### src/design/dsui_pkg.sv
// Shared constants, codes, payload types and helpers of the set block.
package dsui_pkg;

   localparam int CAPACITY  = 16;
   localparam int KEY_WIDTH = 32;

   localparam int DEPTH  = 2 * CAPACITY;
   localparam int ADDR_W = $clog2(DEPTH);
   localparam int CNT_W  = $clog2(CAPACITY + 1);
   localparam int TOT_W  = $clog2(DEPTH + 1);
   localparam int IDX_W  = (CAPACITY > 1) ? $clog2(CAPACITY) : 1;
   localparam int SIZE_W = 5;
   localparam int ELEM_W = 32;

   typedef logic [2:0] op_type;
   localparam op_type OP_INSERT = 3'd0;
   localparam op_type OP_REMOVE = 3'd1;
   localparam op_type OP_QUERY  = 3'd2;
   localparam op_type OP_UNION  = 3'd3;
   localparam op_type OP_INTER  = 3'd4;
   localparam op_type OP_CLEAR  = 3'd5;

   typedef logic [2:0] status_type;
   localparam status_type ST_OK           = 3'd0;
   localparam status_type ST_DUPLICATE    = 3'd1;
   localparam status_type ST_REMOVE_EMPTY = 3'd2;
   localparam status_type ST_NOT_PRESENT  = 3'd3;
   localparam status_type ST_FULL         = 3'd4;

   typedef struct packed {
      op_type              op;
      logic                which_set;
      logic [ELEM_W-1:0]   key;
   } req_type;

   typedef struct packed {
      status_type          status;
      logic                is_member;
      logic [SIZE_W-1:0]   set_size;
      logic [ELEM_W-1:0]   element;
      logic                element_valid;
      logic                last;
   } rsp_type;

   function automatic logic [KEY_WIDTH-1:0] to_key(input logic [ELEM_W-1:0] k);
      logic [KEY_WIDTH+ELEM_W-1:0] e;
      e = {{KEY_WIDTH{1'b0}}, k};
      return e[KEY_WIDTH-1:0];
   endfunction

   function automatic logic [ELEM_W-1:0] to_elem(input logic [KEY_WIDTH-1:0] k);
      logic [KEY_WIDTH+ELEM_W-1:0] e;
      e = {{ELEM_W{1'b0}}, k};
      return e[ELEM_W-1:0];
   endfunction

   function automatic logic [SIZE_W-1:0] to_size(input logic [TOT_W-1:0] n);
      logic [TOT_W+SIZE_W-1:0] e;
      e = {{SIZE_W{1'b0}}, n};
      return e[SIZE_W-1:0];
   endfunction

endpackage

### src/design/dsui_ram.sv
// Generic single-write, single-read RAM with registered read data.
module dsui_ram #(
   parameter int WIDTH = 32,
   parameter int DEPTH = 32
) (
   input  logic                     clock,
   input  logic                     we,
   input  logic [$clog2(DEPTH)-1:0] waddr,
   input  logic [WIDTH-1:0]         wdata,
   input  logic [$clog2(DEPTH)-1:0] raddr,
   output logic [WIDTH-1:0]         rdata
);

   logic [WIDTH-1:0] mem_ff [DEPTH];
   logic [WIDTH-1:0] rdata_ff;

   always_ff @(posedge clock) begin
      if (we) begin
         mem_ff[waddr] <= wdata;
      end
      rdata_ff <= mem_ff[raddr];
   end

   assign rdata = rdata_ff;

endmodule

### src/design/dsui_seq.sv
// Sequencer and key comparator that run every set operation over the key RAM.
module dsui_seq (
   input  logic                            clock,
   input  logic                            reset,
   input  logic                            req_valid,
   output logic                            req_stall,
   input  dsui_pkg::req_type               req_payload,
   output logic                            emit_valid,
   input  logic                            emit_ready,
   output dsui_pkg::rsp_type               emit_payload,
   output logic                            ram_we,
   output logic [dsui_pkg::ADDR_W-1:0]     ram_waddr,
   output logic [dsui_pkg::KEY_WIDTH-1:0]  ram_wdata,
   output logic [dsui_pkg::ADDR_W-1:0]     ram_raddr,
   input  logic [dsui_pkg::KEY_WIDTH-1:0]  ram_rdata
);

   typedef enum logic [9:0] {
      S_IDLE     = 10'b0000000001,
      S_FIND_RD  = 10'b0000000010,
      S_FIND_CMP = 10'b0000000100,
      S_SHIFT_RD = 10'b0000001000,
      S_SHIFT_WR = 10'b0000010000,
      S_OUT_RD   = 10'b0000100000,
      S_OUT_LD   = 10'b0001000000,
      S_P2_SEL   = 10'b0010000000,
      S_P2_EMIT  = 10'b0100000000,
      S_EMIT1    = 10'b1000000000
   } state_type;

   state_type                          state_ff, state_in;
   dsui_pkg::op_type                   op_ff, op_in;
   logic                               set_ff, set_in;
   logic [dsui_pkg::KEY_WIDTH-1:0]     fkey_ff, fkey_in;
   logic [dsui_pkg::CNT_W-1:0]         i_ff, i_in;
   logic [dsui_pkg::CNT_W-1:0]         j_ff, j_in;
   logic [dsui_pkg::CNT_W-1:0]         cnt_a_ff, cnt_a_in;
   logic [dsui_pkg::CNT_W-1:0]         cnt_b_ff, cnt_b_in;
   logic [dsui_pkg::CNT_W-1:0]         hits_ff, hits_in;
   logic [dsui_pkg::CAPACITY-1:0]      flag_ff, flag_in;
   logic [dsui_pkg::TOT_W-1:0]         total_ff, total_in;
   logic [dsui_pkg::TOT_W-1:0]         emitted_ff, emitted_in;
   logic                               phase_b_ff, phase_b_in;
   dsui_pkg::status_type               status_ff, status_in;
   logic                               member_ff, member_in;
   logic [dsui_pkg::SIZE_W-1:0]        size_ff, size_in;

   logic [dsui_pkg::CNT_W-1:0]         cnt_cur, cnt_inc, cnt_dec, req_cnt;
   logic [dsui_pkg::CNT_W-1:0]         i_inc, find_n, outer_n, p2_n;
   logic                               find_set, outer_set, p2_set, p2_need;
   logic                               find_end, find_hit, is_union, is_last;
   logic [dsui_pkg::TOT_W-1:0]         total_p1, emitted_inc;

   function automatic logic [dsui_pkg::ADDR_W-1:0] slot(
      input logic s,
      input logic [dsui_pkg::CNT_W-1:0] idx
   );
      logic [dsui_pkg::ADDR_W-1:0] base;
      base = s ? dsui_pkg::ADDR_W'(dsui_pkg::CAPACITY) : '0;
      return base + dsui_pkg::ADDR_W'(idx);
   endfunction

   assign req_stall   = (state_ff != S_IDLE);
   assign is_union    = (op_ff == dsui_pkg::OP_UNION);
   assign cnt_cur     = set_ff ? cnt_b_ff : cnt_a_ff;
   assign cnt_inc     = cnt_cur + 1'b1;
   assign cnt_dec     = cnt_cur - 1'b1;
   assign req_cnt     = req_payload.which_set ? cnt_b_ff : cnt_a_ff;
   assign i_inc       = i_ff + 1'b1;
   assign find_set    = is_union ? 1'b0 : (op_ff == dsui_pkg::OP_INTER) ? 1'b1 : set_ff;
   assign find_n      = find_set ? cnt_b_ff : cnt_a_ff;
   assign outer_set   = is_union;
   assign outer_n     = outer_set ? cnt_b_ff : cnt_a_ff;
   assign p2_set      = is_union && phase_b_ff;
   assign p2_n        = p2_set ? cnt_b_ff : cnt_a_ff;
   assign p2_need     = (is_union && !phase_b_ff) ? 1'b1 : flag_ff[i_ff[dsui_pkg::IDX_W-1:0]];
   assign total_p1    = is_union ?
                        dsui_pkg::TOT_W'(cnt_a_ff) + dsui_pkg::TOT_W'(hits_ff) :
                        dsui_pkg::TOT_W'(hits_ff);
   assign emitted_inc = emitted_ff + 1'b1;
   assign is_last     = (emitted_inc == total_ff);

   always_comb begin
      state_in   = state_ff;
      op_in      = op_ff;
      set_in     = set_ff;
      fkey_in    = fkey_ff;
      i_in       = i_ff;
      j_in       = j_ff;
      cnt_a_in   = cnt_a_ff;
      cnt_b_in   = cnt_b_ff;
      hits_in    = hits_ff;
      flag_in    = flag_ff;
      total_in   = total_ff;
      emitted_in = emitted_ff;
      phase_b_in = phase_b_ff;
      status_in  = status_ff;
      member_in  = member_ff;
      size_in    = size_ff;
      find_end   = 1'b0;
      find_hit   = 1'b0;
      ram_we     = 1'b0;
      ram_waddr  = slot(set_ff, cnt_cur);
      ram_wdata  = fkey_ff;
      ram_raddr  = '0;
      emit_valid = 1'b0;
      emit_payload.status        = status_ff;
      emit_payload.is_member     = member_ff;
      emit_payload.set_size      = size_ff;
      emit_payload.element       = '0;
      emit_payload.element_valid = 1'b0;
      emit_payload.last          = 1'b1;

      unique case (state_ff)
         S_IDLE: begin
            if (req_valid) begin
               op_in      = req_payload.op;
               set_in     = req_payload.which_set;
               fkey_in    = dsui_pkg::to_key(req_payload.key);
               i_in       = '0;
               j_in       = '0;
               hits_in    = '0;
               emitted_in = '0;
               phase_b_in = 1'b0;
               member_in  = 1'b0;
               status_in  = dsui_pkg::ST_OK;
               unique case (req_payload.op) inside
                  dsui_pkg::OP_INSERT, dsui_pkg::OP_QUERY: begin
                     state_in = S_FIND_RD;
                  end
                  dsui_pkg::OP_REMOVE: begin
                     if (req_cnt == '0) begin
                        status_in = dsui_pkg::ST_REMOVE_EMPTY;
                        size_in   = '0;
                        state_in  = S_EMIT1;
                     end else begin
                        state_in = S_FIND_RD;
                     end
                  end
                  dsui_pkg::OP_CLEAR: begin
                     if (req_payload.which_set) begin
                        cnt_b_in = '0;
                     end else begin
                        cnt_a_in = '0;
                     end
                     size_in  = '0;
                     state_in = S_EMIT1;
                  end
                  dsui_pkg::OP_UNION, dsui_pkg::OP_INTER: begin
                     state_in = S_OUT_RD;
                  end
                  default: begin
                     size_in  = dsui_pkg::to_size(dsui_pkg::TOT_W'(req_cnt));
                     state_in = S_EMIT1;
                  end
               endcase
            end
         end
         S_FIND_RD: begin
            if (j_ff >= find_n) begin
               find_end = 1'b1;
            end else begin
               ram_raddr = slot(find_set, j_ff);
               state_in  = S_FIND_CMP;
            end
         end
         S_FIND_CMP: begin
            if (ram_rdata == fkey_ff) begin
               find_end = 1'b1;
               find_hit = 1'b1;
            end else begin
               j_in     = j_ff + 1'b1;
               state_in = S_FIND_RD;
            end
         end
         S_SHIFT_RD: begin
            if (i_inc < cnt_cur) begin
               ram_raddr = slot(set_ff, i_inc);
               state_in  = S_SHIFT_WR;
            end else begin
               if (set_ff) begin
                  cnt_b_in = cnt_dec;
               end else begin
                  cnt_a_in = cnt_dec;
               end
               status_in = dsui_pkg::ST_OK;
               size_in   = dsui_pkg::to_size(dsui_pkg::TOT_W'(cnt_dec));
               state_in  = S_EMIT1;
            end
         end
         S_SHIFT_WR: begin
            ram_we    = 1'b1;
            ram_waddr = slot(set_ff, i_ff);
            ram_wdata = ram_rdata;
            i_in      = i_inc;
            state_in  = S_SHIFT_RD;
         end
         S_OUT_RD: begin
            if (i_ff >= outer_n) begin
               if (total_p1 == '0) begin
                  status_in = dsui_pkg::ST_OK;
                  size_in   = '0;
                  state_in  = S_EMIT1;
               end else begin
                  total_in   = total_p1;
                  i_in       = '0;
                  phase_b_in = 1'b0;
                  state_in   = S_P2_SEL;
               end
            end else begin
               ram_raddr = slot(outer_set, i_ff);
               state_in  = S_OUT_LD;
            end
         end
         S_OUT_LD: begin
            fkey_in  = ram_rdata;
            j_in     = '0;
            state_in = S_FIND_RD;
         end
         S_P2_SEL: begin
            ram_raddr = slot(p2_set, i_ff);
            if (i_ff >= p2_n) begin
               if (is_union && !phase_b_ff) begin
                  phase_b_in = 1'b1;
                  i_in       = '0;
               end else begin
                  state_in = S_IDLE;
               end
            end else if (p2_need) begin
               state_in = S_P2_EMIT;
            end else begin
               i_in = i_inc;
            end
         end
         S_P2_EMIT: begin
            ram_raddr  = slot(p2_set, i_ff);
            emit_valid = 1'b1;
            emit_payload.status        = dsui_pkg::ST_OK;
            emit_payload.is_member     = 1'b0;
            emit_payload.set_size      = dsui_pkg::to_size(total_ff);
            emit_payload.element       = dsui_pkg::to_elem(ram_rdata);
            emit_payload.element_valid = 1'b1;
            emit_payload.last          = is_last;
            if (emit_ready) begin
               emitted_in = emitted_inc;
               i_in       = i_inc;
               state_in   = is_last ? S_IDLE : S_P2_SEL;
            end
         end
         S_EMIT1: begin
            emit_valid = 1'b1;
            if (emit_ready) begin
               state_in = S_IDLE;
            end
         end
         default: begin
            state_in = S_IDLE;
         end
      endcase

      if (find_end) begin
         case (op_ff)
            dsui_pkg::OP_INSERT: begin
               state_in = S_EMIT1;
               size_in  = dsui_pkg::to_size(dsui_pkg::TOT_W'(cnt_cur));
               if (find_hit) begin
                  status_in = dsui_pkg::ST_DUPLICATE;
               end else if (cnt_cur >= dsui_pkg::CNT_W'(dsui_pkg::CAPACITY)) begin
                  status_in = dsui_pkg::ST_FULL;
               end else begin
                  ram_we    = 1'b1;
                  ram_waddr = slot(set_ff, cnt_cur);
                  ram_wdata = fkey_ff;
                  if (set_ff) begin
                     cnt_b_in = cnt_inc;
                  end else begin
                     cnt_a_in = cnt_inc;
                  end
                  status_in = dsui_pkg::ST_OK;
                  size_in   = dsui_pkg::to_size(dsui_pkg::TOT_W'(cnt_inc));
               end
            end
            dsui_pkg::OP_REMOVE: begin
               if (find_hit) begin
                  i_in     = j_ff;
                  state_in = S_SHIFT_RD;
               end else begin
                  status_in = dsui_pkg::ST_NOT_PRESENT;
                  size_in   = dsui_pkg::to_size(dsui_pkg::TOT_W'(cnt_cur));
                  state_in  = S_EMIT1;
               end
            end
            dsui_pkg::OP_QUERY: begin
               member_in = find_hit;
               status_in = dsui_pkg::ST_OK;
               size_in   = dsui_pkg::to_size(dsui_pkg::TOT_W'(cnt_cur));
               state_in  = S_EMIT1;
            end
            dsui_pkg::OP_UNION: begin
               flag_in[i_ff[dsui_pkg::IDX_W-1:0]] = !find_hit;
               hits_in  = hits_ff + dsui_pkg::CNT_W'(!find_hit);
               i_in     = i_inc;
               state_in = S_OUT_RD;
            end
            dsui_pkg::OP_INTER: begin
               flag_in[i_ff[dsui_pkg::IDX_W-1:0]] = find_hit;
               hits_in  = hits_ff + dsui_pkg::CNT_W'(find_hit);
               i_in     = i_inc;
               state_in = S_OUT_RD;
            end
            default: begin
               state_in = S_IDLE;
            end
         endcase
      end
   end

   always_ff @(posedge clock) begin
      if (reset) begin
         state_ff <= S_IDLE;
         cnt_a_ff <= '0;
         cnt_b_ff <= '0;
      end else begin
         state_ff <= state_in;
         cnt_a_ff <= cnt_a_in;
         cnt_b_ff <= cnt_b_in;
      end
   end

   always_ff @(posedge clock) begin
      op_ff      <= op_in;
      set_ff     <= set_in;
      fkey_ff    <= fkey_in;
      i_ff       <= i_in;
      j_ff       <= j_in;
      hits_ff    <= hits_in;
      flag_ff    <= flag_in;
      total_ff   <= total_in;
      emitted_ff <= emitted_in;
      phase_b_ff <= phase_b_in;
      status_ff  <= status_in;
      member_ff  <= member_in;
      size_ff    <= size_in;
   end

endmodule

### src/design/dsui_outreg.sv
// Output register that holds one result transfer while the consumer stalls.
module dsui_outreg (
   input  logic              clock,
   input  logic              reset,
   input  logic              emit_valid,
   output logic              emit_ready,
   input  dsui_pkg::rsp_type emit_payload,
   output logic              rsp_valid,
   input  logic              rsp_stall,
   output dsui_pkg::rsp_type rsp_payload
);

   logic              valid_ff, valid_in;
   dsui_pkg::rsp_type payload_ff, payload_in;

   assign emit_ready = !valid_ff || !rsp_stall;

   always_comb begin
      valid_in   = valid_ff;
      payload_in = payload_ff;
      if (emit_valid && emit_ready) begin
         valid_in   = 1'b1;
         payload_in = emit_payload;
      end else if (!rsp_stall) begin
         valid_in = 1'b0;
      end
   end

   always_ff @(posedge clock) begin
      if (reset) begin
         valid_ff <= 1'b0;
      end else begin
         valid_ff <= valid_in;
      end
   end

   always_ff @(posedge clock) begin
      payload_ff <= payload_in;
   end

   assign rsp_valid   = valid_ff;
   assign rsp_payload = payload_ff;

endmodule

### src/design/dual_set_union_intersection.sv
// Insert, query and remove scan the chosen set one key at a time, each key read and then compared;
// remove then moves every later key up one slot; clear and unused codes answer without a scan.
// Union and intersection run a flagging pass that searches the other set for each outer key,
// then scan the keys and emit each result. One item at a time.
// The single key RAM read port and the one key comparator serialise every scan.
// Reset clears both set counts and the sequencer; the key RAM is not cleared.
module dual_set_union_intersection (
   input  logic              clock,
   input  logic              reset,
   input  logic              req_valid,
   output logic              req_stall,
   input  dsui_pkg::req_type req_payload,
   output logic              rsp_valid,
   input  logic              rsp_stall,
   output dsui_pkg::rsp_type rsp_payload
);

   logic                           emit_valid;
   logic                           emit_ready;
   dsui_pkg::rsp_type              emit_payload;
   logic                           ram_we;
   logic [dsui_pkg::ADDR_W-1:0]    ram_waddr;
   logic [dsui_pkg::KEY_WIDTH-1:0] ram_wdata;
   logic [dsui_pkg::ADDR_W-1:0]    ram_raddr;
   logic [dsui_pkg::KEY_WIDTH-1:0] ram_rdata;

   dsui_ram #(
      .WIDTH (dsui_pkg::KEY_WIDTH),
      .DEPTH (dsui_pkg::DEPTH)
   ) u_key_ram (
      .clock (clock),
      .we    (ram_we),
      .waddr (ram_waddr),
      .wdata (ram_wdata),
      .raddr (ram_raddr),
      .rdata (ram_rdata)
   );

   dsui_seq u_seq (
      .clock        (clock),
      .reset        (reset),
      .req_valid    (req_valid),
      .req_stall    (req_stall),
      .req_payload  (req_payload),
      .emit_valid   (emit_valid),
      .emit_ready   (emit_ready),
      .emit_payload (emit_payload),
      .ram_we       (ram_we),
      .ram_waddr    (ram_waddr),
      .ram_wdata    (ram_wdata),
      .ram_raddr    (ram_raddr),
      .ram_rdata    (ram_rdata)
   );

   dsui_outreg u_outreg (
      .clock        (clock),
      .reset        (reset),
      .emit_valid   (emit_valid),
      .emit_ready   (emit_ready),
      .emit_payload (emit_payload),
      .rsp_valid    (rsp_valid),
      .rsp_stall    (rsp_stall),
      .rsp_payload  (rsp_payload)
   );

endmodule

### config.mk
export PLATFORM = sky130hd
export DESIGN_NAME = dual_set_union_intersection
export DESIGN_NICKNAME = d
export VERILOG_FILES = /design/src/design/dsui_pkg.sv /design/src/design/dsui_ram.sv /design/src/design/dsui_seq.sv /design/src/design/dsui_outreg.sv /design/src/design/dual_set_union_intersection.sv
export SDC_FILE = /design/constraint.sdc
export NUM_CORES = 2
export LEC_CHECK = 0
export BUFFER_PORTS_ARGS = -buffer_cell sky130_fd_sc_hd__buf_4
export CORE_MARGIN = 10
export CORE_UTILIZATION = 30
export CTS_CLUSTER_DIAMETER = 60
export DETAILED_ROUTE_END_ITERATION = 16
export MAX_ROUTING_LAYER = met4
export PLACE_DENSITY = 0.49
export SLEW_MARGIN = 10
export SYNTH_ARGS = -nofsm -noshare
export SYNTH_HDL_FRONTEND = slang
export SYNTH_SLANG_ARGS = --single-unit
### constraint.sdc
create_clock -name clock -period 6.2 [get_ports clock]
set_clock_uncertainty 0.15 [all_clocks]
set_input_delay 0.93 -clock clock [delete_from_list [all_inputs] [get_ports clock]]
set_output_delay 0.93 -clock clock [all_outputs]
set_load 0.01 [all_outputs]
[Yosys cells after proc, flatten, opt, wreduce, memory -nomap -nowiden]
Memories as Yosys holds them, arrays and structs flattened. A register that Yosys moved wholly into a read port is not among the register bits.
Cells that the tools add are included.
Storage, ports and cells
  memories: 1
  RAM bits: 1024
  input port bits: 40
  output and inout bits: 45
  register bits after elaboration: 153
Memories
  u_key_ram.mem_ff: depth 32, bits a word 32, read ports 1, clocked after Yosys merged registers in 1, wr ports 1, line dsui_ram.sv:14  | logic [WIDTH-1:0] mem_ff [DEPTH];
Cells by class
  multiplexer cells: 146
  bitwise operators: 1
  reductions and logical operators: 33
  magnitude comparators: 7
  equality and inequality tests: 37
  add/sub/neg operators: 14
Operators by type and width (count)
  5-bit 2-to-1 mux: 60
  32-bit 2-to-1 mux: 6
  10-bit 2-to-1 mux: 14
  10-bit one-hot mux with 10 select lines: 1
  32-bit one-hot mux with 2 select lines: 1
  10-bit one-hot mux with 3 select lines: 2
  5-bit one-hot mux with 3 select lines: 4
  5-bit one-hot mux with 2 select lines: 4
  39-bit 2-to-1 mux: 1
  16-bit bitwise mux: 2
  32-bit == test: 1
  16-bit one-hot mux with 2 select lines: 1
  5-bit adder: 6
  1-bit 2-to-1 mux: 27
  3-bit 2-to-1 mux: 9
  5-bit one-hot mux with 5 select lines: 1
  5-bit one-hot mux with 4 select lines: 1
  6-bit 2-to-1 mux: 3
  3-bit one-hot mux with 3 select lines: 2
  5-bit by 1-bit adder with 5-bit output (second input constant): 3
  5-bit >= comparator: 3
  3-bit by 2-bit == test with 1-bit output (second input constant): 4
  6-bit one-hot mux with 2 select lines: 1
  2-bit OR reduction: 6
  other kinds (48): 75

[Longest topological paths before layout]
  depth in word-level cells: 10
  depth in mapped cells: 20

[Hierarchy]
Synthesis repeated with hierarchy kept, for this count alone.
Unflattened totals
  cells, all modules: 3285
  area, all modules: 50201.9 um^2
Modules (own cells, without submodules)
  dsui_ram: area each 40492.6 um^2, cells each 2260, instances 1
  dsui_seq: area each 8379.3 um^2, cells each 977, instances 1
  dsui_outreg: area each 1330.0 um^2, cells each 48, instances 1

[Least setup slack after synthesis]
OpenSTA, ideal clock, no wires.
  path type: register to register
  from: register u_seq.op_ff[1]
  to: memory u_key_ram.mem_ff[19][0] (enable)
  arrival: 4593 ps
  buffers on the path: 1
  required time: 5629 ps
  slack: 1036 ps
  cell stages (with the launch flop): 15
  setup time: 421 ps
  cells stage by stage: edfxtp_1 -> nand2b_1 -> a21oi_2 -> mux2_2 -> ha_1 -> nor2b_1 -> o21a_1 -> o21ai_0 -> and2_1 -> clkbuf_1 -> nor2_1 -> nand4b_1 -> o22ai_1 -> nand2_1 -> nor2_1
On the way
  cells in the longest elaborated chain, start to end: 10
  elaborated cells between the ends (all ways): 15
  classes of those cells: order compare: 1; eq/ne: 2; mux: 11; reduce/logical: 1
RTL lines
  start, declared: line dsui_seq.sv:32  | dsui_pkg::op_type op_ff, op_in;
  start signal, assigned: line dsui_seq.sv:331  | op_ff <= op_in;
  3-bit == test: line dsui_seq.sv:70  | assign find_set = is_union ? 1'b0 : (op_ff == dsui_pkg::OP_INTER) ? 1'b1 : set_ff;
  1-bit 2-to-1 mux (2 in series): line dsui_seq.sv:70
  5-bit 2-to-1 mux: line dsui_seq.sv:71  | assign find_n = find_set ? cnt_b_ff : cnt_a_ff;
  5-bit >= comparator: line dsui_seq.sv:160  | if (j_ff >= find_n) begin
  1-bit 2-to-1 mux: line dsui_seq.sv:160
  1-bit one-hot mux with 2 select lines: line dsui_seq.sv:114  | unique case (state_ff)
  1-bit 2-to-1 mux: line dsui_seq.sv:261  | if (find_end) begin
  1-bit 2-to-1 mux: line dsui_ram.sv:18  | if (we) begin
  1-bit 2-to-1 mux (implied by the code): line dsui_ram.sv:19  | mem_ff[waddr] <= wdata;
  end, declared: line dsui_ram.sv:14
Parallel ways exist; a longest one is shown, timed or not.

[Worst setup path in the final report]
  from: register u_seq.op_ff[1]
  to: register u_key_ram.rdata_ff[31], in the netlist u_key_ram.rdata[31], read port of u_key_ram.mem_ff
On the way
  cells in the longest elaborated chain, start to end: 7
  elaborated cells between the ends (all ways): 18
  classes of those cells: add/sub: 3; order compare: 2; eq/ne: 2; mux: 10; reduce/logical: 1
RTL lines
  3-bit == test: line dsui_seq.sv:70
  1-bit 2-to-1 mux (2 in series): line dsui_seq.sv:70
  5-bit 2-to-1 mux, on equally long branches: line dsui_seq.sv:59, dsui_seq.sv:71
  5-bit adder / 5-bit >= comparator (equally long branches): line dsui_seq.sv:60, dsui_seq.sv:160
  5-bit 2-to-1 mux: line dsui_seq.sv:160
  5-bit one-hot mux with 4 select lines (*): line dsui_seq.sv:114
  end, declared: line dsui_ram.sv:15  | logic [WIDTH-1:0] rdata_ff;
Mark *: on every way between the ends. The rest lies on a longest branch, timed or not.
A chain may end at the register's enable or synchronous reset.

==> flow_summary.ini <==
[finish]
final_nets = 3898
stdcell_count = 6148
drive_gt1_frac = 0.168
synthToLayoutAreaGrowth_pct = 18.0
final_cell_area_um2 = 59900

[power_and_ir_drop]
power.leakage_uw = 0.0207
power.density_nw_per_um2 = 330
vdd_drop_max_v = 0.000187

[clocking]
tritoncts = built
cts-resized-gates = 0
clockRootBuffer = clkbuf_16
clock_latency_ps = 780
cts_buffers = 141
htree_num_levels = 4
cts.path.max_buffers = 3
hold_buffers = 0
clock_sinks = 1209
post_cts_buffers = 0
clk_pin_slew_ps = 60

[synth]
synth_largest_area_cell = edfxtp_1
async_reset_ff_frac = 0
synth_edf_count = 1137
avgSynthCellArea_um2 = 13.9
yosysMostFrequentCell = edfxtp_1
synth.top_cell.area_share = 0.672
synthTopCellsByArea = edfxtp_1 (67%), nand2_1 (4.0%), mux2i_1 (3.5%)
syn_area_um2 = 50800
yosysWarnings = 0
ys_seq_area_frac = 0.701
syn_nets = 3734
synthDistinctLibCells = 96
synth_top_flop_cell = edfxtp_1
ys_ff_latch = 1209
synth_cells = 3658
yosys-top-cells-count = edfxtp_1 (1137), nand2_1 (544), a21oi_1 (218)

[routing]
routed_via_density = 5.47
num_vias = 33611
drt_iter0_drc = 3858
drt_pass1_iterations = 6
wire_per_inst_um = 29.0
drc_errors = 0
ant_nets = 0
routed_wl_um = 179000

[die]
core_area_um2 = 168000
start_util = 0.303
die_h_um = 431
rows = 150
pin_count = 85
die_w_um = 431
die_area_um2 = 186000

[critical_path]
start_kind = flop
cp_max_fo = 72
cp-end-kind = flop
cp.required_ps = 6610
crit_type = reg2reg
worstPathArrival_ps = 6060

[min_path]
min_path_type = in2reg

[grt]
grt-ovfl-total = 0
first_global_vias = 32338
antenna_found_initial = 2
grt_max_degree = 108
grt.total_usage = 0.191
grt_pass1_wl_um = 252000

[outcome]
status = finished clean

[sta]
relSlewSlack = 0.160
hold_viol_final = 0
finalSetupViolCount = 0
drv_slew = 0
tns_ps = 0
whs_ps = 288
finalCritPeriodShare = 0.912
grt_setup_unrepaired = no
min_period_ps = 5650
fmax_ghz = 0.177
worstMarginPinSlew_ps = 1260

[flow_run]
drv_cap = 0

[placement]
placed_area_um2 = 55200
place_hpwl_um = 109000
gp_congestion = 0.913
portBuffers = 84
placed_cells = 5883
==> area by class of cell <==
type / count / area (µm²)
well taps: 2204 / 2760
inverters: 27 / 101
fillers: 16105 / 108000
clock buffers: 199 / 3990
diodes: 5 / 12.5
multi-input cells: 2189 / 14300
flip-flops and latches: 1209 / 35600
repair buffers: 254 / 2390
clock inverters: 61 / 768
==> critical path, cell delays in order, from the launching register on <==
cell and delay (ps):
edfxtp_1 580, nand2b_1 290, a21oi_2 390, mux2_2 400
ha_1 280, nor2b_1 60, o21ai_0 330, a21oi_2 210
and2_1 360, nor2_8 590, buf_12 450, mux2i_1 240
a221oi_1 110, nor4_1 550, nand4_1 330
==> flip-flops by register name (all words and copies together), names as in the netlist, 3 cells and up <==
name                  cells
u_seq.hits_ff             5
u_seq.total_ff            6
u_seq.op_ff               3
u_outreg.rsp_payload     43
u_seq.i_ff                5
u_seq.j_ff                5
u_seq.emitted_ff          6
u_key_ram.mem_ff       1024
u_seq.state_ff           10
u_seq.cnt_b_ff            5
u_seq.cnt_a_ff            5
u_seq.flag_ff            16
u_key_ram.rdata          32
u_seq.size_ff             5
u_seq.status_ff           3
u_seq.fkey_ff            32
==> layout by cell type (no fill, tap or decap), drive strengths merged, types with 50 or more instances in the layout <==
cell type and count:
a211oi 124, and2 50, a221oi 60, a31o 55, and3 84, nor2 122
mux2i 178, o21ai 73, nand2 544, nand3 99, buf 254, dfxtp 72
clkbuf 199, edfxtp 1137, a31oi 65, a21oi 223
==> report_power, final <==
group | internal (µW) | switching [µW]
Sequential | 9540 | 170
Combinational | 346 | 1180
Clock | 5050 | 3500
==> stage by stage <==
| step | worst slack [ps] | power (µW) | util |
|---|---|---|---|
| 4_1_cts | 558 | 19900 | 0.357 |
| 5_1_grt | 285 | 20400 | 0.357 |
| 3_5_place_dp | 570 | 11400 | 0.329 |
| 3_3_place_gp | 606 | 11400 | 0.328 |
| 6_report | 548 | 19800 | 0.357 |
| 2_1_floorplan | 1040 | 10600 | - |
==> logic make-up after synthesis <==
group                      after synthesis  share of synthesized area
adders and majority gates               36                    0.00902
AOI/OAI and AO/OA                      806                      0.110
buffers and inverters                  260                     0.0245
xor gates and xnor gates                63                     0.0109
and+or+nand+nor                       1058                     0.0979
muxes                                  226                     0.0469
DFF                                   1209                      0.701
==> per-layer routing <==
layer / vias to the layer above / part of all wire / GRT usage
met5: - / 0 / -
li1: 14467 / - / -
met2: 1411 / 0.46 / 0.291
met4: 0 / 0.033 / 0.0630
met1: 17432 / 0.44 / 0.260
met3: 301 / 0.068 / 0.0310
==> worst paths after layout <==
kind | end | slack, ps | cells after the start | start
setup / recovery | u_key_ram.rdata[31]$_DFF_P_ | 550 | 14 | u_seq.op_ff[1]$_DFFE_PP_
setup reg to reg | u_key_ram.rdata[31]$_DFF_P_ | 550 | 14 | u_seq.op_ff[1]$_DFFE_PP_
hold / removal | u_seq.op_ff[0]$_DFFE_PP_ | 290 | 1 | req_payload[33]
hold reg to reg | u_seq.size_ff[4]$_DFF_P_ | 290 | 2 | u_seq.size_ff[4]$_DFF_P_
Power figures use the tool's default switching activity.
